`config.mk`:
```
export PLATFORM = sky130hd
export DESIGN_NAME = threshold_rate_alarm
export DESIGN_NICKNAME = d
export VERILOG_FILES = /design/src/design/tra_pkg.sv /design/src/design/tra_cfg.sv /design/src/design/tra_front.sv /design/src/design/tra_queue.sv /design/src/design/tra_back.sv /design/src/design/threshold_rate_alarm.sv
export SDC_FILE = /design/constraint.sdc
export NUM_CORES = 2
export LEC_CHECK = 0
export BUFFER_PORTS_ARGS = -buffer_cell sky130_fd_sc_hd__buf_2
export CORE_MARGIN = 5
export CORE_UTILIZATION = 67
export DETAILED_ROUTE_END_ITERATION = 10
export GPL_TIMING_DRIVEN = 0
export PLACE_DENSITY_LB_ADDON = 0.08
export SLEW_MARGIN = 20
export SYNTH_ARGS = -nofsm -noshare
export SYNTH_HDL_FRONTEND = slang
export SYNTH_HIERARCHICAL = 1
export SYNTH_SLANG_ARGS = --single-unit
```
`constraint.sdc`:
```
create_clock -name i_clk -period 13.5 [get_ports i_clk]
set_input_delay 0 -clock i_clk [delete_from_list [all_inputs] [get_ports i_clk]]
set_output_delay 0 -clock i_clk [all_outputs]
set_load 0.05 [all_outputs]
```
`src/design/tra_pkg.sv`:
```
package tra_pkg;

    localparam int CHANNELS    = 32;
    localparam int CH_W        = 5;
    localparam int QUEUE_DEPTH = 4;
    localparam int QA_W        = $clog2(QUEUE_DEPTH);
    localparam int CFG_IDX_W   = 3;
    localparam int CFG_DATA_W  = 16;
    localparam int ABN_PROD_W  = 25;
    localparam int CNF_PROD_W  = 17;

    localparam logic [CFG_IDX_W-1:0] CFG_LEVEL_THRESHOLD   = 3'd0;
    localparam logic [CFG_IDX_W-1:0] CFG_ABNORMAL_RATE     = 3'd1;
    localparam logic [CFG_IDX_W-1:0] CFG_CONFIRM_RATE      = 3'd2;
    localparam logic [CFG_IDX_W-1:0] CFG_NUM_CHANNELS      = 3'd3;
    localparam logic [CFG_IDX_W-1:0] CFG_FRAMES_PER_ROUND  = 3'd4;
    localparam logic [CFG_IDX_W-1:0] CFG_ROUNDS_PER_WINDOW = 3'd5;

    localparam logic [14:0] RST_LEVEL_THRESHOLD   = 15'd60;
    localparam logic [8:0]  RST_ABNORMAL_RATE     = 9'd128;
    localparam logic [8:0]  RST_CONFIRM_RATE      = 9'd51;
    localparam logic [5:0]  RST_NUM_CHANNELS      = 6'd32;
    localparam logic [15:0] RST_FRAMES_PER_ROUND  = 16'd500;
    localparam logic [7:0]  RST_ROUNDS_PER_WINDOW = 8'd5;

    typedef struct packed {
        logic [14:0]           level_threshold;
        logic [5:0]            nch_eff;
        logic [15:0]           fpr_eff;
        logic [7:0]            rpw_eff;
        logic [ABN_PROD_W-1:0] abn_prod;
        logic [CNF_PROD_W-1:0] cnf_prod;
    } t_cfg;

    typedef struct packed {
        logic [CH_W-1:0]    chan;
        logic signed [15:0] sample;
        logic               abnormal;
        logic               last_chan;
        logic               last_frame;
        logic               last_round;
    } t_item;

endpackage

```
`src/design/tra_cfg.sv`:
```
module tra_cfg (
    input  logic                           i_clk,
    input  logic                           i_rst_n,
    input  logic                           i_cfg_valid,
    input  logic [tra_pkg::CFG_IDX_W-1:0]  i_cfg_index,
    input  logic [tra_pkg::CFG_DATA_W-1:0] i_cfg_data,
    output logic                           o_cfg_ready,
    output tra_pkg::t_cfg                  o_cfg
);
    import tra_pkg::*;

    logic [14:0]           r_level_threshold;
    logic [8:0]            r_abnormal_rate;
    logic [8:0]            r_confirm_rate;
    logic [5:0]            r_num_channels;
    logic [15:0]           r_frames_per_round;
    logic [7:0]            r_rounds_per_window;
    logic [ABN_PROD_W-1:0] r_abn_prod;
    logic [CNF_PROD_W-1:0] r_cnf_prod;
    logic [5:0]            w_nch_eff;
    logic [15:0]           w_fpr_eff;
    logic [7:0]            w_rpw_eff;

    assign o_cfg_ready = 1'b1;

    always_comb begin
        if (r_num_channels == 6'd0) begin
            w_nch_eff = 6'd1;
        end else if (r_num_channels > 6'(CHANNELS)) begin
            w_nch_eff = 6'(CHANNELS);
        end else begin
            w_nch_eff = r_num_channels;
        end
        w_fpr_eff = (r_frames_per_round == 16'd0) ? 16'd1 : r_frames_per_round;
        w_rpw_eff = (r_rounds_per_window == 8'd0) ? 8'd1 : r_rounds_per_window;
    end

    always_ff @(posedge i_clk) begin
        if (!i_rst_n) begin
            r_level_threshold   <= RST_LEVEL_THRESHOLD;
            r_abnormal_rate     <= RST_ABNORMAL_RATE;
            r_confirm_rate      <= RST_CONFIRM_RATE;
            r_num_channels      <= RST_NUM_CHANNELS;
            r_frames_per_round  <= RST_FRAMES_PER_ROUND;
            r_rounds_per_window <= RST_ROUNDS_PER_WINDOW;
            r_abn_prod          <= ABN_PROD_W'(RST_ABNORMAL_RATE) *
                                   ABN_PROD_W'(RST_FRAMES_PER_ROUND);
            r_cnf_prod          <= CNF_PROD_W'(RST_CONFIRM_RATE) *
                                   CNF_PROD_W'(RST_ROUNDS_PER_WINDOW);
        end else begin
            r_abn_prod <= ABN_PROD_W'(r_abnormal_rate) * ABN_PROD_W'(w_fpr_eff);
            r_cnf_prod <= CNF_PROD_W'(r_confirm_rate) * CNF_PROD_W'(w_rpw_eff);
            if (i_cfg_valid && o_cfg_ready) begin
                case (i_cfg_index)
                    CFG_LEVEL_THRESHOLD:   r_level_threshold   <= i_cfg_data[14:0];
                    CFG_ABNORMAL_RATE:     r_abnormal_rate     <= i_cfg_data[8:0];
                    CFG_CONFIRM_RATE:      r_confirm_rate      <= i_cfg_data[8:0];
                    CFG_NUM_CHANNELS:      r_num_channels      <= i_cfg_data[5:0];
                    CFG_FRAMES_PER_ROUND:  r_frames_per_round  <= i_cfg_data[15:0];
                    CFG_ROUNDS_PER_WINDOW: r_rounds_per_window <= i_cfg_data[7:0];
                    default: ;
                endcase
            end
        end
    end

    always_comb begin
        o_cfg.level_threshold = r_level_threshold;
        o_cfg.nch_eff         = w_nch_eff;
        o_cfg.fpr_eff         = w_fpr_eff;
        o_cfg.rpw_eff         = w_rpw_eff;
        o_cfg.abn_prod        = r_abn_prod;
        o_cfg.cnf_prod        = r_cnf_prod;
    end

endmodule

```
`src/design/tra_front.sv`:
```
module tra_front (
    input  logic               i_clk,
    input  logic               i_rst_n,
    input  tra_pkg::t_cfg      i_cfg,
    input  logic               i_in_valid,
    input  logic signed [15:0] i_sample,
    output logic               o_in_stall,
    input  logic               i_queue_full,
    output logic               o_push,
    output tra_pkg::t_item     o_item
);
    import tra_pkg::*;

    logic [CH_W-1:0] r_chan_pos;
    logic [15:0]     r_frame_pos;
    logic [7:0]      r_round_pos;
    logic [15:0]     w_mag;
    logic            w_last_chan;
    logic            w_last_frame;
    logic            w_last_round;

    assign o_in_stall = i_queue_full;
    assign o_push     = i_in_valid && !o_in_stall;

    always_comb begin
        w_mag        = i_sample[15] ? 16'(-i_sample) : 16'(i_sample);
        w_last_chan  = (6'(r_chan_pos) + 6'd1) >= i_cfg.nch_eff;
        w_last_frame = (17'(r_frame_pos) + 17'd1) >= 17'(i_cfg.fpr_eff);
        w_last_round = (9'(r_round_pos) + 9'd1) >= 9'(i_cfg.rpw_eff);

        o_item.chan       = r_chan_pos;
        o_item.sample     = i_sample;
        o_item.abnormal   = w_mag >= 16'(i_cfg.level_threshold);
        o_item.last_chan  = w_last_chan;
        o_item.last_frame = w_last_frame;
        o_item.last_round = w_last_round;
    end

    always_ff @(posedge i_clk) begin
        if (!i_rst_n) begin
            r_chan_pos  <= '0;
            r_frame_pos <= '0;
            r_round_pos <= '0;
        end else if (o_push) begin
            if (w_last_chan) begin
                r_chan_pos <= '0;
                if (w_last_frame) begin
                    r_frame_pos <= '0;
                    r_round_pos <= w_last_round ? 8'd0 : r_round_pos + 8'd1;
                end else begin
                    r_frame_pos <= r_frame_pos + 16'd1;
                end
            end else begin
                r_chan_pos <= r_chan_pos + CH_W'(1);
            end
        end
    end

endmodule

```
`src/design/tra_queue.sv`:
```
module tra_queue (
    input  logic           i_clk,
    input  logic           i_rst_n,
    input  logic           i_push,
    input  tra_pkg::t_item i_item,
    input  logic           i_pop,
    output tra_pkg::t_item o_item,
    output logic           o_empty,
    output logic           o_full
);
    import tra_pkg::*;

    t_item           r_mem [QUEUE_DEPTH];
    logic [QA_W-1:0] r_wr_ptr;
    logic [QA_W-1:0] r_rd_ptr;
    logic [QA_W:0]   r_count;

    assign o_empty = (r_count == '0);
    assign o_full  = (r_count == (QA_W+1)'(QUEUE_DEPTH));
    assign o_item  = r_mem[r_rd_ptr];

    always_ff @(posedge i_clk) begin
        if (i_push) begin
            r_mem[r_wr_ptr] <= i_item;
        end
    end

    always_ff @(posedge i_clk) begin
        if (!i_rst_n) begin
            r_wr_ptr <= '0;
            r_rd_ptr <= '0;
            r_count  <= '0;
        end else begin
            if (i_push) begin
                r_wr_ptr <= r_wr_ptr + QA_W'(1);
            end
            if (i_pop) begin
                r_rd_ptr <= r_rd_ptr + QA_W'(1);
            end
            case ({i_push, i_pop})
                2'b10:   r_count <= r_count + (QA_W+1)'(1);
                2'b01:   r_count <= r_count - (QA_W+1)'(1);
                default: r_count <= r_count;
            endcase
        end
    end

endmodule

```
`src/design/tra_back.sv`:
```
module tra_back (
    input  logic                      i_clk,
    input  logic                      i_rst_n,
    input  tra_pkg::t_cfg             i_cfg,
    input  tra_pkg::t_item            i_item,
    input  logic                      i_empty,
    output logic                      o_pop,
    output logic                      o_out_valid,
    input  logic                      i_out_stall,
    output logic [tra_pkg::CH_W-1:0]  o_channel,
    output logic                      o_alarm,
    output logic signed [15:0]        o_peak,
    output logic                      o_last
);
    import tra_pkg::*;

    logic signed [15:0] r_peak [CHANNELS];
    logic [15:0]        r_over [CHANNELS];
    logic [7:0]         r_pass [CHANNELS];

    logic               r_out_valid;
    logic [CH_W-1:0]    r_channel;
    logic               r_alarm;
    logic signed [15:0] r_out_peak;
    logic               r_last;

    logic [CH_W-1:0]    w_c;
    logic signed [15:0] w_peak_new;
    logic [15:0]        w_over_new;
    logic               w_round_pass;
    logic [7:0]         w_pass_new;
    logic               w_alarm;
    logic               w_emit;

    assign o_pop = !i_empty && (!r_out_valid || !i_out_stall);

    always_comb begin
        w_c          = i_item.chan;
        w_peak_new   = ($signed(i_item.sample) > r_peak[w_c]) ? $signed(i_item.sample)
                                                               : r_peak[w_c];
        w_over_new   = r_over[w_c] +
                       16'(i_item.abnormal && (r_over[w_c] != 16'hFFFF));
        w_round_pass = {1'b0, w_over_new, 8'h00} >= i_cfg.abn_prod;
        w_pass_new   = r_pass[w_c] + 8'(w_round_pass && (r_pass[w_c] != 8'hFF));
        w_alarm      = {1'b0, w_pass_new, 8'h00} >= i_cfg.cnf_prod;
        w_emit       = i_item.last_frame && i_item.last_round;
    end

    always_ff @(posedge i_clk) begin
        if (!i_rst_n) begin
            for (int i = 0; i < CHANNELS; i++) begin
                r_peak[i] <= '0;
                r_over[i] <= '0;
                r_pass[i] <= '0;
            end
            r_out_valid <= 1'b0;
        end else begin
            if (o_pop) begin
                r_peak[w_c] <= w_peak_new;
                r_over[w_c] <= i_item.last_frame ? 16'd0 : w_over_new;
                if (i_item.last_frame) begin
                    r_pass[w_c] <= i_item.last_round ? 8'd0 : w_pass_new;
                end
            end
            if (o_pop && w_emit) begin
                r_out_valid <= 1'b1;
            end else if (!i_out_stall) begin
                r_out_valid <= 1'b0;
            end
        end
    end

    always_ff @(posedge i_clk) begin
        if (o_pop && w_emit) begin
            r_channel  <= w_c;
            r_alarm    <= w_alarm;
            r_out_peak <= w_peak_new;
            r_last     <= i_item.last_chan;
        end
    end

    assign o_out_valid = r_out_valid;
    assign o_channel   = r_channel;
    assign o_alarm     = r_alarm;
    assign o_peak      = r_out_peak;
    assign o_last      = r_last;

    a_window_end_emits: assert property (@(posedge i_clk) disable iff (!i_rst_n)
        (o_pop && w_emit) |=> o_out_valid)
        else $error("window end word not presented");

    a_round_end_clears: assert property (@(posedge i_clk) disable iff (!i_rst_n)
        (o_pop && i_item.last_frame) |=> (r_over[$past(w_c)] == 16'd0))
        else $error("over count not cleared at round end");

    a_peak_monotonic: assert property (@(posedge i_clk) disable iff (!i_rst_n)
        o_pop |=> (r_peak[$past(w_c)] >= $past(r_peak[w_c])))
        else $error("channel peak decreased");

endmodule

```
`src/design/threshold_rate_alarm.sv`:
```
// Path: accepted samples pass through the queue to the back end; a window's last
// sample registers its verdict word, held on the outputs while the output is stalled.
// Throughput: one sample per cycle unless stalled, set by a single read-modify-write
// of the per-channel counters in the back end; a four-word queue separates front and
// back. Reset: synchronous, active low; clears positions, counters and peaks at once
// and restores register defaults; the configuration port is always ready.
module threshold_rate_alarm (
    input  logic                           i_clk,
    input  logic                           i_rst_n,
    input  logic                           i_cfg_valid,
    output logic                           o_cfg_ready,
    input  logic [tra_pkg::CFG_IDX_W-1:0]  i_cfg_index,
    input  logic [tra_pkg::CFG_DATA_W-1:0] i_cfg_data,
    input  logic                           i_in_valid,
    output logic                           o_in_stall,
    input  logic signed [15:0]             i_sample,
    output logic                           o_out_valid,
    input  logic                           i_out_stall,
    output logic [tra_pkg::CH_W-1:0]       o_channel,
    output logic                           o_alarm,
    output logic signed [15:0]             o_peak,
    output logic                           o_last
);
    import tra_pkg::*;

    t_cfg  w_cfg;
    t_item w_push_item;
    t_item w_pop_item;
    logic  w_push;
    logic  w_pop;
    logic  w_empty;
    logic  w_full;

    tra_cfg u_cfg (
        .i_clk       (i_clk),
        .i_rst_n     (i_rst_n),
        .i_cfg_valid (i_cfg_valid),
        .i_cfg_index (i_cfg_index),
        .i_cfg_data  (i_cfg_data),
        .o_cfg_ready (o_cfg_ready),
        .o_cfg       (w_cfg)
    );

    tra_front u_front (
        .i_clk        (i_clk),
        .i_rst_n      (i_rst_n),
        .i_cfg        (w_cfg),
        .i_in_valid   (i_in_valid),
        .i_sample     (i_sample),
        .o_in_stall   (o_in_stall),
        .i_queue_full (w_full),
        .o_push       (w_push),
        .o_item       (w_push_item)
    );

    tra_queue u_queue (
        .i_clk   (i_clk),
        .i_rst_n (i_rst_n),
        .i_push  (w_push),
        .i_item  (w_push_item),
        .i_pop   (w_pop),
        .o_item  (w_pop_item),
        .o_empty (w_empty),
        .o_full  (w_full)
    );

    tra_back u_back (
        .i_clk       (i_clk),
        .i_rst_n     (i_rst_n),
        .i_cfg       (w_cfg),
        .i_item      (w_pop_item),
        .i_empty     (w_empty),
        .o_pop       (w_pop),
        .o_out_valid (o_out_valid),
        .i_out_stall (i_out_stall),
        .o_channel   (o_channel),
        .o_alarm     (o_alarm),
        .o_peak      (o_peak),
        .o_last      (o_last)
    );

endmodule

```
==> metrics.md <==
| Metric | Value |
|---|---|
| Initial core utilization | 67.6% |
| Unique masters post-synth | 108 |
| Proportion of synthesized chip area in sequential cells | 59.0% |
| Vias in the first global route | 52893 |
| Clock Path Buffers | 3 |
| Number of buffers inserted during clock tree synthesis | 153 |
| Final Skew | 0.0350 ns |
| Worst endpoint required time | 13.99 ns |
| DP Area | 79000 um2 |
| Synthesis Warnings | 6 |
| Hold Worst Slack | 0.0876 ns |
| Top fanout value on the critical path | 10 |
| Num Clock Sinks | 1547 |
| Final Routed Wirelength | 251000 um |
| Share of the clock period used by the worst path | 84.0% |
| Summed area of non-filler cells in the final layout | 84200 um2 |
| CP max stage delay | 0.91 ns |
| Count of buffers inserted at the top-level ports | 63 |
| Final RePlAce weighted congestion | 0.994 |
| Final routed wire length divided by cell count | 31.6 um |
| Relative area change from synthesis to final layout | 10.5% |
| Number of register bits inferred by synthesis | 1547 |
| H-tree level count | 4 |
| Number of antenna violations at the first check in global routing | 10 |
| First-pass GRT wire length | 358000 um |
| Clock-pin transition on the worst setup and hold timing paths | 0.06 ns |
| Standard cell core area | 113000 um2 |
| Mapped Avg Cell Area | 12.6 um2 |
| Peak supply drop | 0.231 mV |
| Number of post-CTS setup repair buffers | 0 |
| Number of max-cap violations | 0 |
| Arrival time at the worst endpoint | 11.84 ns |
| Max-slew headroom | 12.1% |
| Antenna-violating nets left | 0 |
| Vias | 54400 |
| Post-synth design cell area | 76300 um2 |
| Post-synthesis instance total | 6036 |
| Fin. max-slew vios | 0 |
| GR Util All Layers | 41.3% |
| Net Count, Synth | 6398 |
| Hold violation total from the final report | 0 |
| Initial DRC count | 9119 |
| Async set-reset flop share out of synthesis | 0% |
| Share of final-layout standard cells stronger than drive strength 1 | 14.3% |
| Die W | 347 um |
| Kind of critical path | register to register |
| Library cell contributing the largest single delay on the critical path | sky130_fd_sc_hd__clkbuf_1 |
| Die Footprint | 121000 um2 |
| Worst-Margin Slew | 1.31 ns |
| Root buffer selected by CTS | sky130_fd_sc_hd__clkbuf_16 |
| Total power | 19.0 mW |
| Net total in the final layout | 6688 |
| Total leakage power | 31.8 nW |
| Maximum clock rate | 88.1 MHz |
| Class of the tightest hold or removal check | input port to register |
| Layout Utilization | 74.7% |
| Number of synthesized flops with an enable pin | 1403 |
| CTS tree | yes |
| I/O pin count | 66 |
| Skew-Pair Late Insertion Delay | 0.78 ns |
| Gr ovfl total | 0 |
| Min Tclk post-route | 11.35 ns |
| Most instantiated flip-flop cell in the synthesis netlist | sky130_fd_sc_hd__edfxtp_1 |
| Sum of negative setup slack | 0 ns |
| FP Rows | 123 |
| Overall die height | 347 um |
| Outcome | finished clean |
| First drt pass iteration count | 9 |
| Post-detailed-placement half-perimeter wirelength | 172000 um |
| Setup repair after global routing missed its margin | no |
| Category of the worst setup path capture point | register |
| Pin count of the biggest net entering global routing | 33 |
| Pwr per Cell Area | 225 nW/um2 |
| Startpoint type of the worst setup path | register |
| Final count of negative-setup-slack endpoints | 0 |
| Detailed-route DRC error count | 0 |
| Number of vias per cell after detailed routing | 6.84 |
-- state kept, by name, indices dropped and copies added (netlist names), named ones only --
signal / count
u_queue/r_mem: 100
u_back/o_channel: 5
u_queue/r_count: 3
u_back/r_pass: 256
u_cfg/r_rounds_per_window: 8
u_back/o_last: 1
u_front/r_frame_pos: 16
u_front/r_chan_pos: 5
u_back/o_out_valid: 1
u_cfg/r_abnormal_rate: 9
u_back/r_over: 512
u_front/r_round_pos: 8
u_cfg/r_num_channels: 6
u_queue/r_wr_ptr: 2
u_back/o_alarm: 1
u_cfg/r_abn_prod: 25
u_cfg/r_level_threshold: 15
u_queue/r_rd_ptr: 2
u_cfg/r_confirm_rate: 9
u_back/o_peak: 16
u_back/r_peak: 512
u_cfg/r_cnf_prod: 17
u_cfg/r_frames_per_round: 16
-- path summary, 6_finish.rpt --
kind,start,endpoint,slack [ns],cells past startpoint
setup / recovery,register,u_back/o_alarm$_DFFE_PP_,2.15,39
hold / removal,i_cfg_data[13],u_cfg/r_level_threshold[13]$_SDFFE_PN0P_,0.09,4
setup reg to reg,register,u_back/o_alarm$_DFFE_PP_,2.15,39
hold reg to reg,u_cfg/r_level_threshold[9]$_SDFFE_PN0P_,u_cfg/r_level_threshold[9]$_SDFFE_PN0P_,0.45,2
-- through the flow --
stage,setup slack (ns),cells
2_1_floorplan,6.17,6036
6_report,2.15,7952
3_3_place_gp,2.80,7599
5_1_grt,2.00,7947
3_5_place_dp,2.69,7615
4_1_cts,2.62,7947
-- synthesized netlist by cell type, drive strengths merged (23+ instances only) --
cell / instances / area, um2
edfxtp: 1403 / 42100
nor2: 1344 / 5050
nand2: 439 / 1670
inv: 341 / 1280
buf: 270 / 1610
mux4: 257 / 5810
clkbuf: 228 / 857
mux2i: 208 / 2250
ha: 180 / 2250
and2: 145 / 907
dfxtp: 144 / 2880
fa: 142 / 2840
a22oi: 116 / 871
o22ai: 105 / 657
nand3: 87 / 460
a21oi: 56 / 295
xnor2: 51 / 514
a21boi: 46 / 360
or3: 45 / 282
nand2b: 40 / 258
nand4: 40 / 272
o21ai: 38 / 198
nor2b: 37 / 234
nor4: 37 / 298
nor3: 29 / 175
a21o: 23 / 174
-- critical path: cells and delay by family (launching register included) --
family                   cells  cell delay [ns]
flip-flops                   1             0.32
adder cells (fa/ha/maj)      4             1.04
XOR/XNOR                     2             0.91
buffers and inverters       10             4.31
multiplexers                 1             0.52
AO/OA/AOI/OAI               10             1.71
AND/OR/NAND/NOR             12             2.23
-- cell usage in the layout, fill, tap and decap left out, types with 28 or more instances in the layout --
master,count
sky130_fd_sc_hd__inv_1,319
sky130_fd_sc_hd__nor2_1,1343
sky130_fd_sc_hd__o22ai_1,105
sky130_fd_sc_hd__a21oi_1,52
sky130_fd_sc_hd__buf_1,36
sky130_fd_sc_hd__buf_4,52
sky130_fd_sc_hd__nand3_1,85
sky130_fd_sc_hd__dlygate4sd3_1,56
sky130_fd_sc_hd__o21ai_0,28
sky130_fd_sc_hd__a22oi_1,116
sky130_fd_sc_hd__nand2_1,400
sky130_fd_sc_hd__and2_1,141
sky130_fd_sc_hd__nor4_1,32
sky130_fd_sc_hd__nand4_1,38
sky130_fd_sc_hd__a21boi_1,38
sky130_fd_sc_hd__dfxtp_1,144
sky130_fd_sc_hd__mux2i_1,192
sky130_fd_sc_hd__mux4_2,252
sky130_fd_sc_hd__ha_1,180
sky130_fd_sc_hd__fa_1,142
sky130_fd_sc_hd__or3_1,45
sky130_fd_sc_hd__xnor2_1,42
sky130_fd_sc_hd__buf_2,220
sky130_fd_sc_hd__nor2b_1,36
sky130_fd_sc_hd__clkbuf_16,157
sky130_fd_sc_hd__clkinv_1,31
sky130_fd_sc_hd__nand2b_1,39
sky130_fd_sc_hd__clkbuf_1,265
sky130_fd_sc_hd__edfxtp_1,1403
-- timing repair --
item / in CTS / in global routing
resized for setup: 0 / 0
hold buffers: 56 / 0
endpoints found under the hold margin: 147 / 0
-- logic make-up after synthesis --
kind of cell             share of synthesized area [%]
AO/OA/AOI/OAI                                     4.43
adder cells (fa/ha/maj)                           6.68
AND/OR/NAND/NOR                                   13.4
multiplexers                                      10.6
flip-flops                                        59.0
XOR/XNOR                                         0.881
other                                          0.00492
buffers and inverters                             4.93
-- layout make-up --
type	instances	area, um2
Antenna cell	5	12.5
Buffer	498	2480
Clock buffer	204	4150
Clock inverter	72	551
Fill cell	7184	28600
Inverter	342	1300
Multi-Input combinational cell	3649	27700
Sequential cell	1547	45000
Tap cell	1500	1880
Timing Repair Buffer	135	1210
-- power breakdown --
group          switching [mW]  total, mW  leakage, nW  internal [mW]
clock network            1.82       4.09         2.28           2.27
logic                    6.60       9.19         14.0           2.59
registers              0.0980       5.70         15.5           5.60
total                    8.52       19.0         31.8           10.5
-- per-layer routing --
metal	track usage [%]	part of all wire (%)	vias up
met5	0.549	0.086	-
met4	24.1	7.8	14
met3	16.5	17	1161
met2	61.4	44	4870
met1	51.9	32	26418
li1	-	-	21937
(Power assumes the default switching activity.)
